--- config.mk ---
export PLATFORM = sky130hd
export DESIGN_NAME = framed_task_byte_parser_fifo
export DESIGN_NICKNAME = d
export VERILOG_FILES = /design/src/rtl/ftbp_pkg.sv /design/src/rtl/ftbp_result_buf.sv /design/src/rtl/framed_task_byte_parser_fifo.sv
export SDC_FILE = /design/constraint.sdc
export NUM_CORES = 1
export LEC_CHECK = 0
export BUFFER_PORTS_ARGS = -buffer_cell sky130_fd_sc_hd__buf_2
export CELL_PAD_IN_SITES_DETAIL_PLACEMENT = 0
export CELL_PAD_IN_SITES_GLOBAL_PLACEMENT = 1
export CORE_MARGIN = 3
export CORE_UTILIZATION = 50
export DETAILED_ROUTE_END_ITERATION = 10
export MAX_ROUTING_LAYER = met4
export PLACE_DENSITY_LB_ADDON = 0.08
export SYNTH_ARGS = -nofsm -noshare
export SYNTH_HDL_FRONTEND = slang
export SYNTH_SLANG_ARGS = --single-unit
export TNS_END_PERCENT = 5
--- constraint.sdc ---
create_clock -name clk -period 3.21 [get_ports clk]
set_clock_uncertainty 0.2 [all_clocks]
set_input_delay 0.4815 -clock clk [delete_from_list [all_inputs] [get_ports clk]]
set_output_delay 0.4815 -clock clk [all_outputs]
set_load 0.01 [all_outputs]
--- src/rtl/ftbp_pkg.sv ---
// shared types and constants for the framed task byte parser
// no dependencies; imported by ftbp_result_buf and framed_task_byte_parser_fifo
`default_nettype none

package ftbp_pkg;

  localparam int BYTE_W  = 8;
  localparam int CFG_IDX_W = 4;

  // configuration register indexes
  localparam logic [CFG_IDX_W-1:0] REG_HEADER_BYTE = 4'd0;
  localparam logic [CFG_IDX_W-1:0] REG_TAIL_BYTE   = 4'd1;
  localparam logic [CFG_IDX_W-1:0] REG_TASK_MIN    = 4'd2;
  localparam logic [CFG_IDX_W-1:0] REG_TASK_MAX    = 4'd3;

  // register reset values
  localparam logic [BYTE_W-1:0] HEADER_BYTE_RST = 8'd0;
  localparam logic [BYTE_W-1:0] TAIL_BYTE_RST   = 8'd255;
  localparam logic [BYTE_W-1:0] TASK_MIN_RST    = 8'd1;
  localparam logic [BYTE_W-1:0] TASK_MAX_RST    = 8'd3;

  // item command codes
  localparam logic CMD_BYTE = 1'b0;
  localparam logic CMD_READ = 1'b1;

  typedef enum logic [2:0] {
    PH_HEADER = 3'b001,
    PH_TASK   = 3'b010,
    PH_TAIL   = 3'b100
  } phase_t;

  typedef struct packed {
    logic              read_ok;
    logic [BYTE_W-1:0] task_out;
    logic              frame_queued;
    logic              frame_dropped;
  } result_t;

endpackage

`default_nettype wire

--- src/rtl/ftbp_result_buf.sv ---
// two-entry result buffer between the memory read stage and the result port
// depends on ftbp_pkg (result_t)
`default_nettype none

module ftbp_result_buf (
  input  wire logic              clk,
  input  wire logic              rst,
  input  wire logic              push_valid,
  input  wire ftbp_pkg::result_t push_data,
  output      logic              can_push,
  output      logic              head_valid,
  input  wire logic              head_ready,
  output      ftbp_pkg::result_t head_data
);
  import ftbp_pkg::*;

  result_t    slot0;
  result_t    slot1;
  logic [1:0] count;
  logic       pop;
  logic       push;

  assign head_valid = (count != 2'd0);
  assign head_data  = slot0;
  assign pop        = head_valid && head_ready;
  // a full buffer still takes a transfer in the cycle that it drains one
  assign can_push   = (count != 2'd2) || pop;
  assign push       = push_valid && can_push;

  always_ff @(posedge clk) begin
    if (rst) begin
      count <= 2'd0;
    end else begin
      if (push && !pop) begin
        count <= count + 2'd1;
      end else if (pop && !push) begin
        count <= count - 2'd1;
      end
    end
  end

  always_ff @(posedge clk) begin
    if (pop) begin
      if (push && count == 2'd1) begin
        slot0 <= push_data;
      end else begin
        slot0 <= slot1;
      end
      if (push && count == 2'd2) begin
        slot1 <= push_data;
      end
    end else if (push) begin
      if (count == 2'd0) begin
        slot0 <= push_data;
      end else begin
        slot1 <= push_data;
      end
    end
  end

endmodule

`default_nettype wire

--- src/rtl/framed_task_byte_parser_fifo.sv ---
// top level: frame parser, task ring in a synchronous memory, result buffer
// depends on ftbp_pkg and ftbp_result_buf
//
// channel  signals                                     direction
// item     item_valid item_ready cmd rx_byte           in
// result   result_valid result_ready read_ok task_out  out
//          frame_queued frame_dropped
// config   cfg_valid cfg_ready cfg_index cfg_data      in
//
// one item per cycle while the result port keeps up; each result passes through
// the ring memory read register, then the two-entry result buffer
// rst is synchronous: parser, pointers and registers reset at once, no clearing
// pass; ring entries stay undefined until pushed and are never read before that
// a stalled result port keeps taking items until the buffer and read stage fill
`default_nettype none

module framed_task_byte_parser_fifo #(
  parameter int QUEUE_DEPTH = 8
) (
  input  wire logic                           clk,
  input  wire logic                           rst,
  input  wire logic                           item_valid,
  output      logic                           item_ready,
  input  wire logic                           cmd,
  input  wire logic [ftbp_pkg::BYTE_W-1:0]    rx_byte,
  output      logic                           result_valid,
  input  wire logic                           result_ready,
  output      logic                           read_ok,
  output      logic [ftbp_pkg::BYTE_W-1:0]    task_out,
  output      logic                           frame_queued,
  output      logic                           frame_dropped,
  input  wire logic                           cfg_valid,
  output      logic                           cfg_ready,
  input  wire logic [ftbp_pkg::CFG_IDX_W-1:0] cfg_index,
  input  wire logic [ftbp_pkg::BYTE_W-1:0]    cfg_data
);
  import ftbp_pkg::*;

  localparam int PTR_W = (QUEUE_DEPTH > 1) ? $clog2(QUEUE_DEPTH) : 1;
  localparam logic [PTR_W-1:0] PTR_LAST = PTR_W'(QUEUE_DEPTH - 1);

  logic [BYTE_W-1:0] header_byte;
  logic [BYTE_W-1:0] tail_byte;
  logic [BYTE_W-1:0] task_min;
  logic [BYTE_W-1:0] task_max;

  phase_t            phase;
  phase_t            phase_next;
  logic [BYTE_W-1:0] held_task;
  logic [PTR_W-1:0]  wp;
  logic [PTR_W-1:0]  rp;
  logic [PTR_W-1:0]  wp_inc;
  logic [PTR_W-1:0]  rp_inc;

  logic [BYTE_W-1:0] ring [QUEUE_DEPTH];
  logic [BYTE_W-1:0] rdata;

  logic    accept;
  logic    fifo_empty;
  logic    fifo_full;
  logic    wr_en;
  logic    rd_en;
  logic    hold_en;
  logic    queued_now;
  logic    dropped_now;

  logic    a_valid;
  logic    a_read_ok;
  logic    a_queued;
  logic    a_dropped;
  logic    can_push;
  result_t a_result;
  result_t head;

  // configuration
  assign cfg_ready = 1'b1;

  always_ff @(posedge clk) begin
    if (rst) begin
      header_byte <= HEADER_BYTE_RST;
      tail_byte   <= TAIL_BYTE_RST;
      task_min    <= TASK_MIN_RST;
      task_max    <= TASK_MAX_RST;
    end else if (cfg_valid && cfg_ready) begin
      case (cfg_index)
        REG_HEADER_BYTE: header_byte <= cfg_data;
        REG_TAIL_BYTE:   tail_byte   <= cfg_data;
        REG_TASK_MIN:    task_min    <= cfg_data;
        REG_TASK_MAX:    task_max    <= cfg_data;
        default: ;
      endcase
    end
  end

  // read stage reloads when empty or when its result moves on
  assign item_ready = !a_valid || can_push;
  assign accept     = item_valid && item_ready;

  assign wp_inc     = (wp == PTR_LAST) ? '0 : wp + PTR_W'(1);
  assign rp_inc     = (rp == PTR_LAST) ? '0 : rp + PTR_W'(1);
  assign fifo_empty = (rp == wp);
  assign fifo_full  = (wp_inc == rp);

  // parser; the header test wins over everything else
  always_comb begin
    phase_next  = phase;
    hold_en     = 1'b0;
    queued_now  = 1'b0;
    dropped_now = 1'b0;
    if (cmd == CMD_BYTE) begin
      if (rx_byte == header_byte) begin
        phase_next = PH_TASK;
      end else begin
        case (phase)
          PH_TASK: begin
            if (rx_byte >= task_min && rx_byte <= task_max) begin
              hold_en    = 1'b1;
              phase_next = PH_TAIL;
            end else begin
              phase_next = PH_HEADER;
            end
          end
          PH_TAIL: begin
            if (rx_byte == tail_byte) begin
              queued_now  = !fifo_full;
              dropped_now = fifo_full;
            end
            phase_next = PH_HEADER;
          end
          default: phase_next = phase;
        endcase
      end
    end
  end

  assign wr_en = accept && queued_now;
  assign rd_en = accept && (cmd == CMD_READ) && !fifo_empty;

  always_ff @(posedge clk) begin
    if (rst) begin
      phase     <= PH_HEADER;
      held_task <= '0;
      wp        <= '0;
      rp        <= '0;
    end else if (accept) begin
      phase <= phase_next;
      if (hold_en) begin
        held_task <= rx_byte;
      end
      if (wr_en) begin
        wp <= wp_inc;
      end
      if (rd_en) begin
        rp <= rp_inc;
      end
    end
  end

  // task ring; one item either writes or reads, so no same-entry overlap
  always_ff @(posedge clk) begin
    if (wr_en) begin
      ring[wp] <= held_task;
    end
    if (rd_en) begin
      rdata <= ring[rp];
    end
  end

  // read stage flags travel beside the memory read register
  always_ff @(posedge clk) begin
    if (rst) begin
      a_valid <= 1'b0;
    end else if (accept) begin
      a_valid <= 1'b1;
    end else if (can_push) begin
      a_valid <= 1'b0;
    end
  end

  always_ff @(posedge clk) begin
    if (accept) begin
      a_read_ok <= rd_en;
      a_queued  <= queued_now;
      a_dropped <= dropped_now;
    end
  end

  always_comb begin
    a_result.read_ok       = a_read_ok;
    a_result.task_out      = a_read_ok ? rdata : '0;
    a_result.frame_queued  = a_queued;
    a_result.frame_dropped = a_dropped;
  end

  ftbp_result_buf u_result_buf (
    .clk        (clk),
    .rst        (rst),
    .push_valid (a_valid),
    .push_data  (a_result),
    .can_push   (can_push),
    .head_valid (result_valid),
    .head_ready (result_ready),
    .head_data  (head)
  );

  assign read_ok       = head.read_ok;
  assign task_out      = head.task_out;
  assign frame_queued  = head.frame_queued;
  assign frame_dropped = head.frame_dropped;

  // a pop only happens on a non-empty ring
  a_rd_nonempty: assert property (@(posedge clk) disable iff (rst)
    rd_en |-> (rp != wp))
    else $error("ring read while empty");

  // a push leaves the ring non-empty
  a_wr_fills: assert property (@(posedge clk) disable iff (rst)
    wr_en |=> (rp != wp))
    else $error("ring empty after push");

  // a byte result never carries task data
  a_byte_zero: assert property (@(posedge clk) disable iff (rst)
    (result_valid && !read_ok) |-> (task_out == '0))
    else $error("task_out set without read_ok");

  // a frame is either queued or dropped, and never on a read
  a_frame_excl: assert property (@(posedge clk) disable iff (rst)
    result_valid |-> !(frame_queued && frame_dropped) &&
                     !(read_ok && (frame_queued || frame_dropped)))
    else $error("conflicting result flags");

endmodule

`default_nettype wire
==> results of run 1 <==
## layout make-up
type | instances | area (um2) | share of cell area [%]
multi-input cells | 284 | 2400 | 31.7
inverters | 22 | 82.6 | 1.09
flip-flops and latches | 149 | 3950 | 52.4
well taps | 172 | 215 | 2.85
repair buffers | 54 | 310 | 4.11
clock buffers | 20 | 437 | 5.78
clock inverters | 12 | 155 | 2.05
## per-stage QoR
stage / total power, mW / hold WS, ns
3_5_place_dp: 2.68 / 0.235
5_1_grt: 4.78 / 0.118
6_report: 4.61 / 0.114
3_3_place_gp: 2.67 / 0.235
4_1_cts: 4.65 / 0.101
2_1_floorplan: 2.52 / 0.222
## state kept, by name (all words and copies together), names as in the netlist
signal and cells:
ring 64, u_result_buf.head_data 11, u_result_buf.slot1 11, header_byte 8
held_task 8, rdata 8, tail_byte 8, task_max 8
task_min 8, phase 3, rp 3, wp 3
u_result_buf.count 2, a_dropped 1, a_queued 1, a_read_ok 1
a_valid 1
## where the power goes
group	internal [mW]	switching (mW)
clock	1.22	0.753
combinational	0.194	0.259
sequential	2.14	0.0325
total	3.56	1.04
## final timing paths
kind	from	endpoint	slack [ns]	depth (start not counted)
setup / recovery	wp[1]	ring[2][3]	0.50	9
hold / removal	cfg_data[0]	task_min[0]	0.11	2
setup reg to reg	wp[1]	ring[2][3]	0.50	9
hold reg to reg	a_queued	u_result_buf.slot1[1]	0.25	0
## logic make-up after synthesis
kind of cell             Yosys count  synth area share, %
AND/OR/NAND/NOR                  125                 10.6
AO/OA/AOI/OAI                     48                 5.35
other                              1               0.0575
XOR/XNOR                          24                 3.22
multiplexers                      62                 12.9
adder cells (fa/ha/maj)           24                 4.60
buffers and inverters             42                 2.65
flip-flops                       149                 60.6
## routing by layer
| layer | part of all wire, % | vias up | wire length, um |
|---|---|---|---|
| met4 | 1.7 | 0 | 216 |
| met3 | 5.4 | 17 | 662 |
| li1 | - | 1845 | - |
| met5 | 0 | - | 0 |
| met1 | 45 | 1840 | 5570 |
| met2 | 48 | 94 | 5900 |
## layout by cell type, fill, tap and decap left out, drive strengths merged, types with 2 or more instances in the layout
| cell | count |
|---|---|
| edfxtp | 97 |
| buf | 54 |
| dfxtp | 52 |
| nor2 | 46 |
| mux2i | 27 |
| ha | 24 |
| inv | 24 |
| clkbuf | 20 |
| mux2 | 19 |
| a21oi | 18 |
| mux4 | 16 |
| nand3 | 16 |
| nand2 | 16 |
| xnor2 | 15 |
| xor2 | 9 |
| a21bo | 9 |
| and2 | 8 |
| nand4 | 7 |
| o21ai | 7 |
| nand3b | 7 |
| a211o | 6 |
| nor3b | 6 |
| nand2b | 5 |
| clkinv | 5 |
| nor2b | 4 |
| nor3 | 4 |
| bufinv | 3 |
| or3 | 3 |
| a2111oi | 2 |
| clkinvlp | 2 |
| nor4 | 2 |
==> reports/qor.csv, run 1 <==
stage,metric,value,unit
outcome,run status,completed,
timing,Hold Fails Final Rpt,0,
die,row count,41,
grt,largest net degree at the start of global routing,53,
detailed_routing,DRT antenna net count,0,
timing,RSZ-0062 raised after global routing,no,
logic_synthesis,Syn Inst Count,475,
detailed_routing,DR DRC count,0,
worst_setup_path,WP data required,3.13,ns
grt,number of global-route vias before repair,3823,
place,Detailed Place HPWL,8750,um
timing,Relative slew margins,35.4,%
logic_synthesis,Seq cells post-synth,149,
die,die width,120,um
grt,grt met2 use,28.4,%
die,core area,12700,um2
timing,crit path time final,2.71,ns
finish,area delta synth->final,15.7,%
power_and_ir_drop,Leakage,2.56,nW
worst_setup_path,most frequent CP cell,ha_1,
logic_synthesis,Netlist cell types,46,
finish,post-route core utilization,59.6,%
worst_setup_path,"Largest stage delay, worst path",0.41,ns
detailed_routing,vias,3796,
logic_synthesis,asr flop ratio synth,0,%
clocking,post-CTS resize count,0,
timing,Final setup viols,0,
grt,total gr overflow,0,
timing,worst slew pin tran,0.969,ns
worst_setup_path,"Arr. time, crit path",2.64,ns
clocking,htree depth,4,
worst_setup_path,CP cell instances,ha_1 > ha_1 > or3_1 > nand4_1 > nand2_1 > nor4_4 > nand2b_2 > nor3b_2 > buf_4,
timing,final setup margin,0.495,ns
worst_setup_path,Worst Setup Path Type,flip-flop to flip-flop,
timing,Final TNS setup,0,ns
logic_synthesis,most used flip-flop cell after synthesis,edfxtp_1,
finish,ratio of cells with drive above 1 in the final layout,25.9,%
worst_setup_path,worst path buffer plus inverter count,1,
detailed_routing,DR WL/cell,17.3,um
logic_synthesis,Post-synth EDFFs,97,
die,Initial Util,51.5,%
clocking,Clock Tree Buf Depth,2,
logic_synthesis,top cell type's share of synthesized area,44.6,%
clocking,Worst-Skew Late Latency,0.42,ns
grt,Most Crowded Layer GR,met2,
logic_synthesis,Synth area leaders,"edfxtp_1 45%, dfxtp_1 16%, mux4_2 5.5%",
power_and_ir_drop,worst vdd ir,0.349,mV
detailed_routing,Routed WL,12300,um
clocking,CTS Buf Count,17,
clocking,CTS Sinks,149,
die,die area,14500,um2
logic_synthesis,top cell type by total area after synthesis,edfxtp_1,
logic_synthesis,Synth Area per Inst,13.7,um2
logic_synthesis,Syn. warnings,0,
clocking,CTS tree,done,
logic_synthesis,syn_nets,525,
finish,fin cells,713,
worst_setup_path,CP max stage cell,dfxtp_1,
place,gpl congestion,0.773,
finish,fin area,7550,um2
clocking,Post-CTS Setup Bufs,0,
detailed_routing,drt pass-1 iters,9,
finish,Final #Nets,578,
worst_setup_path,Critical Path Fanout Max,10,
place,IO Port Bufs,38,
grt,met3 usage in global routing,3.84,%
finish,Fill cells,1040,
place,placed cell areas,6960,um2
worst_setup_path,Startpoint Class,flip-flop,
clocking,Clock transition at path regs,0.06,ns
logic_synthesis,post-synthesis sequential area ratio,60.6,%
detailed_routing,DR iter-0 viols,193,
finish,number of diodes,0,
timing,fmax,368,MHz
grt,global-route wire length before repair,20000,um
min_path,Hold WC Path Type,primary input to flip-flop,
worst_setup_path,"CP delay by family, top",simple AND/OR/NAND/NOR gates,
die,IO Pins,40,
timing,max-slew violations,0,
flow_run,Max-Cap Viols,0,
clocking,CTS Hold Bufs,0,
logic_synthesis,Post-synth top cells,"97 x edfxtp_1, 52 x dfxtp_1, 46 x nor2_1",
power_and_ir_drop,PwrDens,610,nW/um2
logic_synthesis,Mapped Area,6520,um2
worst_setup_path,crit end category,flip-flop,
grt,initial antenna violation count,0,
logic_synthesis,top-count cell post-synth,edfxtp_1,
place,DP Cell Count,681,
grt,GR met1 Demand/Resource,25.5,%
place,pre-CTS WS,0.410,ns
timing,crit share post-route,84.6,%
grt,All-Layer GR Usage,18.9,%
clocking,CTS Root Cell,clkbuf_16,
detailed_routing,vias per cell,5.32,
die,Die Height,120,um
(Power assumes the default switching activity.)
==> run 2: changes to the inputs <==
- ABC_AREA: unset -> 1
- CORE_UTILIZATION: 50 -> 47
- clock period: 3.21 -> 2.8 ns (I/O delays scaled with it)
==> run 2 against run 1 <==
  * Hold slack worse by 0.039 ns
  * Register-to-register slack worse by 0.15 ns
  * Synthesized area up 0.67%
  * Final area up 0.48%
  * Count of clock-buffer cells in the layout up 6
  * Core utilization down 3.2 points
  * Critical path type unchanged
  * Largest cell class unchanged
==> reports/qor.csv, run 2 <==
stage,metric,value,unit
outcome,run status,completed,
logic_synthesis,Syn Inst Count,677,
logic_synthesis,top cell type's share of synthesized area,44.4,%
worst_setup_path,R2R depth,10,
timing,worst slew pin tran,0.704,ns
detailed_routing,DRT antenna net count,0,
timing,crit share post-route,87.6,%
worst_setup_path,Startpoint Class,flip-flop,
finish,fin cells,916,
logic_synthesis,top cell type by total area after synthesis,edfxtp_1,
worst_setup_path,WP data required,2.73,ns
finish,fin area,7590,um2
detailed_routing,vias per cell,5.18,
grt,All-Layer GR Usage,20.1,%
worst_setup_path,worst path buffer plus inverter count,2,
die,die area,15400,um2
place,Detailed Place HPWL,10500,um
power_and_ir_drop,Leakage,3.09,nW
min_path,Hold Path Origin,cfg_data[2],
detailed_routing,Routed WL,14600,um
place,gpl congestion,0.885,
clocking,CTS Buf Count,17,
logic_synthesis,syn_nets,727,
clocking,Worst-Skew Late Latency,0.43,ns
die,IO Pins,40,
timing,RSZ-0062 raised after global routing,no,
clocking,htree depth,4,
worst_setup_path,R2R Path Start,wp[0],
timing,crit path time final,2.45,ns
logic_synthesis,Synth area leaders,"edfxtp_1 44%, dfxtp_1 16%, nor2_1 6.7%",
place,placed cell areas,6990,um2
finish,Final #Nets,777,
logic_synthesis,post-synthesis sequential area ratio,60.2,%
timing,fmax,407,MHz
logic_synthesis,compound-gate portion of the synthesized area,10.0,%
power_and_ir_drop,Final Power,5.29,mW
grt,total gr overflow,0,
worst_setup_path,"CP delay by family, top",simple AND/OR/NAND/NOR gates,
worst_setup_path,"Arr. time, crit path",2.39,ns
logic_synthesis,Simple-Gate Fraction of Synth Area,17.2,%
worst_setup_path,R2R Setup Slk,0.35,ns
timing,max-slew violations,0,
finish,ratio of cells with drive above 1 in the final layout,14.1,%
worst_setup_path,RR Endpoint,ring[6][5],
power_and_ir_drop,Int Pwr,4.07,mW
power_and_ir_drop,Net Sw Power,1.23,mW
detailed_routing,DR WL/cell,15.9,um
die,core area,13500,um2
logic_synthesis,Post-synth top cells,"117 x nor2_1, 113 x nand2_1, 97 x edfxtp_1",
clocking,CTS tree,done,
finish,most frequent cells in the layout,"117 x nor2_1, 113 x nand2_1, 97 x edfxtp_1",
min_path,Hold WC Path Type,primary input to flip-flop,
grt,global-route wire length before repair,23500,um
power_and_ir_drop,Logic pwr share,10.3,%
worst_setup_path,"Largest stage delay, worst path",0.35,ns
finish,"Most flops, register",ring,
logic_synthesis,Adder-Cell Fraction of Synth Area,4.57,%
finish,number of diodes,0,
logic_synthesis,Synth Area per Inst,9.70,um2
logic_synthesis,Netlist cell types,35,
power_and_ir_drop,PwrDens,697,nW/um2
logic_synthesis,XOR/XNOR Fraction of Synth Area,1.60,%
min_path,end of the worst hold path,tail_byte[2],
logic_synthesis,Mapped Area,6570,um2
finish,post-route core utilization,56.4,%
detailed_routing,DR iter-0 viols,492,
power_and_ir_drop,Clk pwr share,42.4,%
worst_setup_path,CP max stage cell,dfxtp_1,
clocking,Clock Tree Buf Depth,2,
logic_synthesis,most used flip-flop cell after synthesis,edfxtp_1,
worst_setup_path,CP cell instances,ha_1 > ha_1 > xor2_1 > nor2_1 > nand2_1 > nand4_2 > inv_2 > nand2_1 > nor2_1 > buf_4,
clocking,post-CTS resize count,0,
die,Initial Util,48.8,%
timing,Final setup viols,0,
logic_synthesis,asr flop ratio synth,0,%
logic_synthesis,multiplexer share of the synthesized area,0.514,%
clocking,CTS Hold Bufs,0,
logic_synthesis,top-count cell post-synth,nor2_1,
grt,largest net degree at the start of global routing,36,
clocking,CTS Root Cell,clkbuf_16,
finish,"commonest non-fill, non-tap cell in the layout",nor2_1,
worst_setup_path,Critical Path Fanout Max,8,
die,die width,124,um
grt,initial antenna violation count,0,
die,Die Height,124,um
clocking,Clock transition at path regs,0.06,ns
flow_run,Max-Cap Viols,0,
logic_synthesis,Syn. warnings,0,
die,row count,42,
timing,Final TNS setup,0,ns
detailed_routing,vias,4748,
finish,Largest register FFs,64,
worst_setup_path,crit end category,flip-flop,
power_and_ir_drop,worst vdd ir,0.397,mV
power_and_ir_drop,Sequential Power Share,47.3,%
timing,Hold Fails Final Rpt,0,
clocking,Post-CTS Setup Bufs,0,
finish,area delta synth->final,15.5,%
logic_synthesis,Post-synth EDFFs,97,
timing,Relative slew margins,52.9,%
place,DP Cell Count,884,
power_and_ir_drop,Sw Ratio,23.2,%
logic_synthesis,combinational family with the most area after synthesis,simple AND/OR/NAND/NOR gates,
grt,number of global-route vias before repair,4462,
clocking,CTS Sinks,149,
worst_setup_path,Worst Setup Path Type,flip-flop to flip-flop,
logic_synthesis,Seq cells post-synth,149,
place,IO Port Bufs,38,
min_path,WHS Path Cells,3,
detailed_routing,DR DRC count,0,
detailed_routing,drt pass-1 iters,5,
==> run 2: cell count changes in the layout (fill, tap and decap cells not counted), moves of 9 or more <==
cell	before	now
mux4_2	16	0
a21oi_1	18	44
xnor2_1	15	6
mux2_2	19	3
mux2i_1	27	0
nor2_1	46	117
nand2_1	15	113
o21ai_0	7	63
a21bo_2	9	0
inv_1	22	63
==> run 2: worst max path at each step <==
stage,from,end,depth (start not counted)
floorplan,wp[0],ring[1][0],9
CTS,wp[0],ring[0][2],10
global placement,wp[0],ring[0][2],10
detailed placement,wp[0],ring[0][2],10
global route,wp[0],ring[4][3],10
finish,wp[0],ring[6][5],10
==> run 2: logic make-up (layout without fill, tap and decap cells) <==
family	after synthesis	after routing
simple gates	266	266
fa+ha+maj	24	24
flops	149	149
buf+inv	96	159
mux	3	3
other cells	1	1
compound gates	126	126
xor+xnor	12	12
==> run 2: cell type report <==
type / instances / area, um2
Clock buffer: 26 / 532
Clock inverter: 6 / 62.6
Fill cell: 1197 / 5870
Inverter: 72 / 270
Multi-Input combinational cell: 432 / 2230
Sequential cell: 149 / 3950
Tap cell: 176 / 220
Timing Repair Buffer: 55 / 318
==> run 2: layer usage <==
metal  vias up  part of all wire (%)  GRT usage (%)
li1       2358                     -              -
met1      2211                    46           27.2
met2       164                    46           29.8
met3        15                   6.3           5.11
met4         0                   1.5           6.38
met5         -                     0              -
==> run 2: tightest hold or removal path, delay by kind of cell <==
| family | cells | cell delay, ns |
|---|---|---|
| AND/OR/NAND/NOR | 2 | 0.12 |
| buffers and inverters | 1 | 0.12 |
==> run 2: stage by stage <==
stage,worst slack [ns],hold WS (ns)
2_1_floorplan,0.391,0.220
6_report,0.346,0.0755
5_1_grt,0.0729,0.0871
3_5_place_dp,0.353,0.249
4_1_cts,0.328,0.0580
3_3_place_gp,0.381,0.244
==> run 2: power groups by stage <==
stage                     sequential, mW  combinational (mW)  clock (mW)
after floorplan                     2.58               0.327           0
after global placement              2.55               0.542           0
after detailed placement            2.55               0.551           0
after CTS                           2.51               0.553        2.29
after global routing                2.51               0.614        2.40
final                               2.50               0.542        2.25
==> run 3: changes to the inputs <==
- ABC_AREA: 1 -> unset
- CORE_UTILIZATION: 47 -> 50
==> run 3 against run 2 <==
  * Non-clock buffer count increased by 8
  * Critical path depth is 1 lower
  * Wire length shrank 14%
  * Combinational power decreased by 3%
  * Via count decreased by 19%
  * Flip-flop and latch count unchanged
  * Die area down 6.3%
  * Highest routed layer unchanged
==> reports/qor.csv, run 3 (synthesized netlist as in run 1, its figures left out) <==
stage,metric,value,unit
timing,final setup margin,0.218,ns
timing,Hold Fails Final Rpt,0,
clocking,CTS Root Cell,clkbuf_16,
finish,area delta synth->final,16.5,%
timing,crit path time final,2.58,ns
place,placed cell areas,7030,um2
finish,Final #Nets,587,
die,core area,12700,um2
place,gpl congestion,0.762,
worst_setup_path,WP data required,2.73,ns
grt,largest net degree at the start of global routing,53,
timing,max-slew violations,0,
place,IO Port Bufs,38,
flow_run,Max-Cap Viols,0,
detailed_routing,vias per cell,5.30,
timing,crit share post-route,92.2,%
grt,global-route wire length before repair,20600,um
timing,Final setup viols,0,
timing,RSZ-0062 raised after global routing,no,
power_and_ir_drop,worst vdd ir,0.369,mV
clocking,CTS Sinks,149,
detailed_routing,Routed WL,12500,um
worst_setup_path,crit end category,flip-flop,
finish,"Most flops, register",ring,
grt,number of global-route vias before repair,3905,
die,Initial Util,51.5,%
finish,most frequent cells in the layout,"97 x edfxtp_1, 52 x dfxtp_1, 46 x nor2_1",
finish,Largest register FFs,64,
place,Detailed Place HPWL,8720,um
detailed_routing,top routing layer used,met4,
clocking,CTS Hold Bufs,0,
grt,total gr overflow,0,
clocking,Clock Tree Buf Depth,2,
outcome,run status,completed,
clocking,CTS tree,done,
clocking,Worst-Skew Late Latency,0.42,ns
finish,number of diodes,0,
clocking,CTS Buf Count,17,
detailed_routing,met2 routed WL,5820,um
power_and_ir_drop,Leakage,2.60,nW
die,die width,120,um
worst_setup_path,Worst Setup Path Type,flip-flop to flip-flop,
detailed_routing,WL met1,5910,um
power_and_ir_drop,Final Power,5.17,mW
detailed_routing,DR WL/cell,17.3,um
die,IO Pins,40,
detailed_routing,WL met3,603,um
grt,initial antenna violation count,0,
grt,All-Layer GR Usage,19.3,%
min_path,Hold WC Path Type,primary input to flip-flop,
die,die area,14500,um2
power_and_ir_drop,PwrDens,681,nW/um2
clocking,Post-CTS Setup Bufs,0,
timing,fmax,387,MHz
place,pre-CTS WS,0.0609,ns
die,row count,41,
timing,worst slew pin tran,0.945,ns
timing,Relative slew margins,37.0,%
clocking,post-CTS resize count,0,
finish,ratio of cells with drive above 1 in the final layout,26.9,%
detailed_routing,drt pass-1 iters,4,
worst_setup_path,"Arr. time, crit path",2.51,ns
detailed_routing,DR DRC count,0,
clocking,Clock transition at path regs,0.06,ns
die,Die Height,120,um
detailed_routing,DR iter-0 viols,265,
clocking,htree depth,4,
detailed_routing,vias,3830,
worst_setup_path,Startpoint Class,flip-flop,
worst_setup_path,Critical Path Fanout Max,6,
finish,"commonest non-fill, non-tap cell in the layout",edfxtp_1,
finish,fin area,7600,um2
detailed_routing,DRT antenna net count,0,
[run 3: layout make-up]
class                      count  area (um2)
clock inverter                13         134
fill                        1037        5070
timing repair buffer          63         378
multi-input combinational    284        2400
sequential                   149        3950
clock buffer                  19         433
tap                          172         215
inverter                      22        82.6
[run 3: path summary, 6_finish.rpt]
path / slack [ns] / depth (start not counted) / start / to
worst min register to register: 0.25 / 0 / a_dropped / u_result_buf.slot1[0]
worst max-delay path: 0.22 / 9 / wp[0] / ring[3][7]
worst min-delay path: 0.05 / 2 / cfg_data[0] / task_min[0]
worst max register to register: 0.22 / 9 / wp[0] / ring[3][7]
[run 3: power breakdown]
group          switching (mW)  internal (mW)
sequential             0.0351           2.46
clock                   0.853           1.30
combinational           0.300          0.225
total                    1.19           3.99
[run 3: stage by stage]
step	instances	hold slack [ns]	setup TNS (ns)	utilization (%)
floorplan	475	0.222	-0.975	-
global placement	690	0.228	0	55.5
detailed placement	690	0.236	0	55.5
CTS	722	0.0323	0	60.0
global route	722	0.0417	0	60.0
finish	722	0.0491	0	60.0
[run 3: critical path, cell delays in order, from the launching register on]
cell,delay (ns)
dfxtp_1,0.31
ha_1,0.19
ha_1,0.19
or3_1,0.31
nand4_1,0.14
nand2_1,0.13
nor4_4,0.27
nand2_2,0.15
nor3b_2,0.21
buf_4,0.20
[run 3: layer usage]
metal / up-vias / track usage (%)
li1: 1862 / -
met3: 12 / 4.35
met1: 1887 / 26.1
met4: 0 / 8.22
met2: 69 / 28.6
met5: - / -
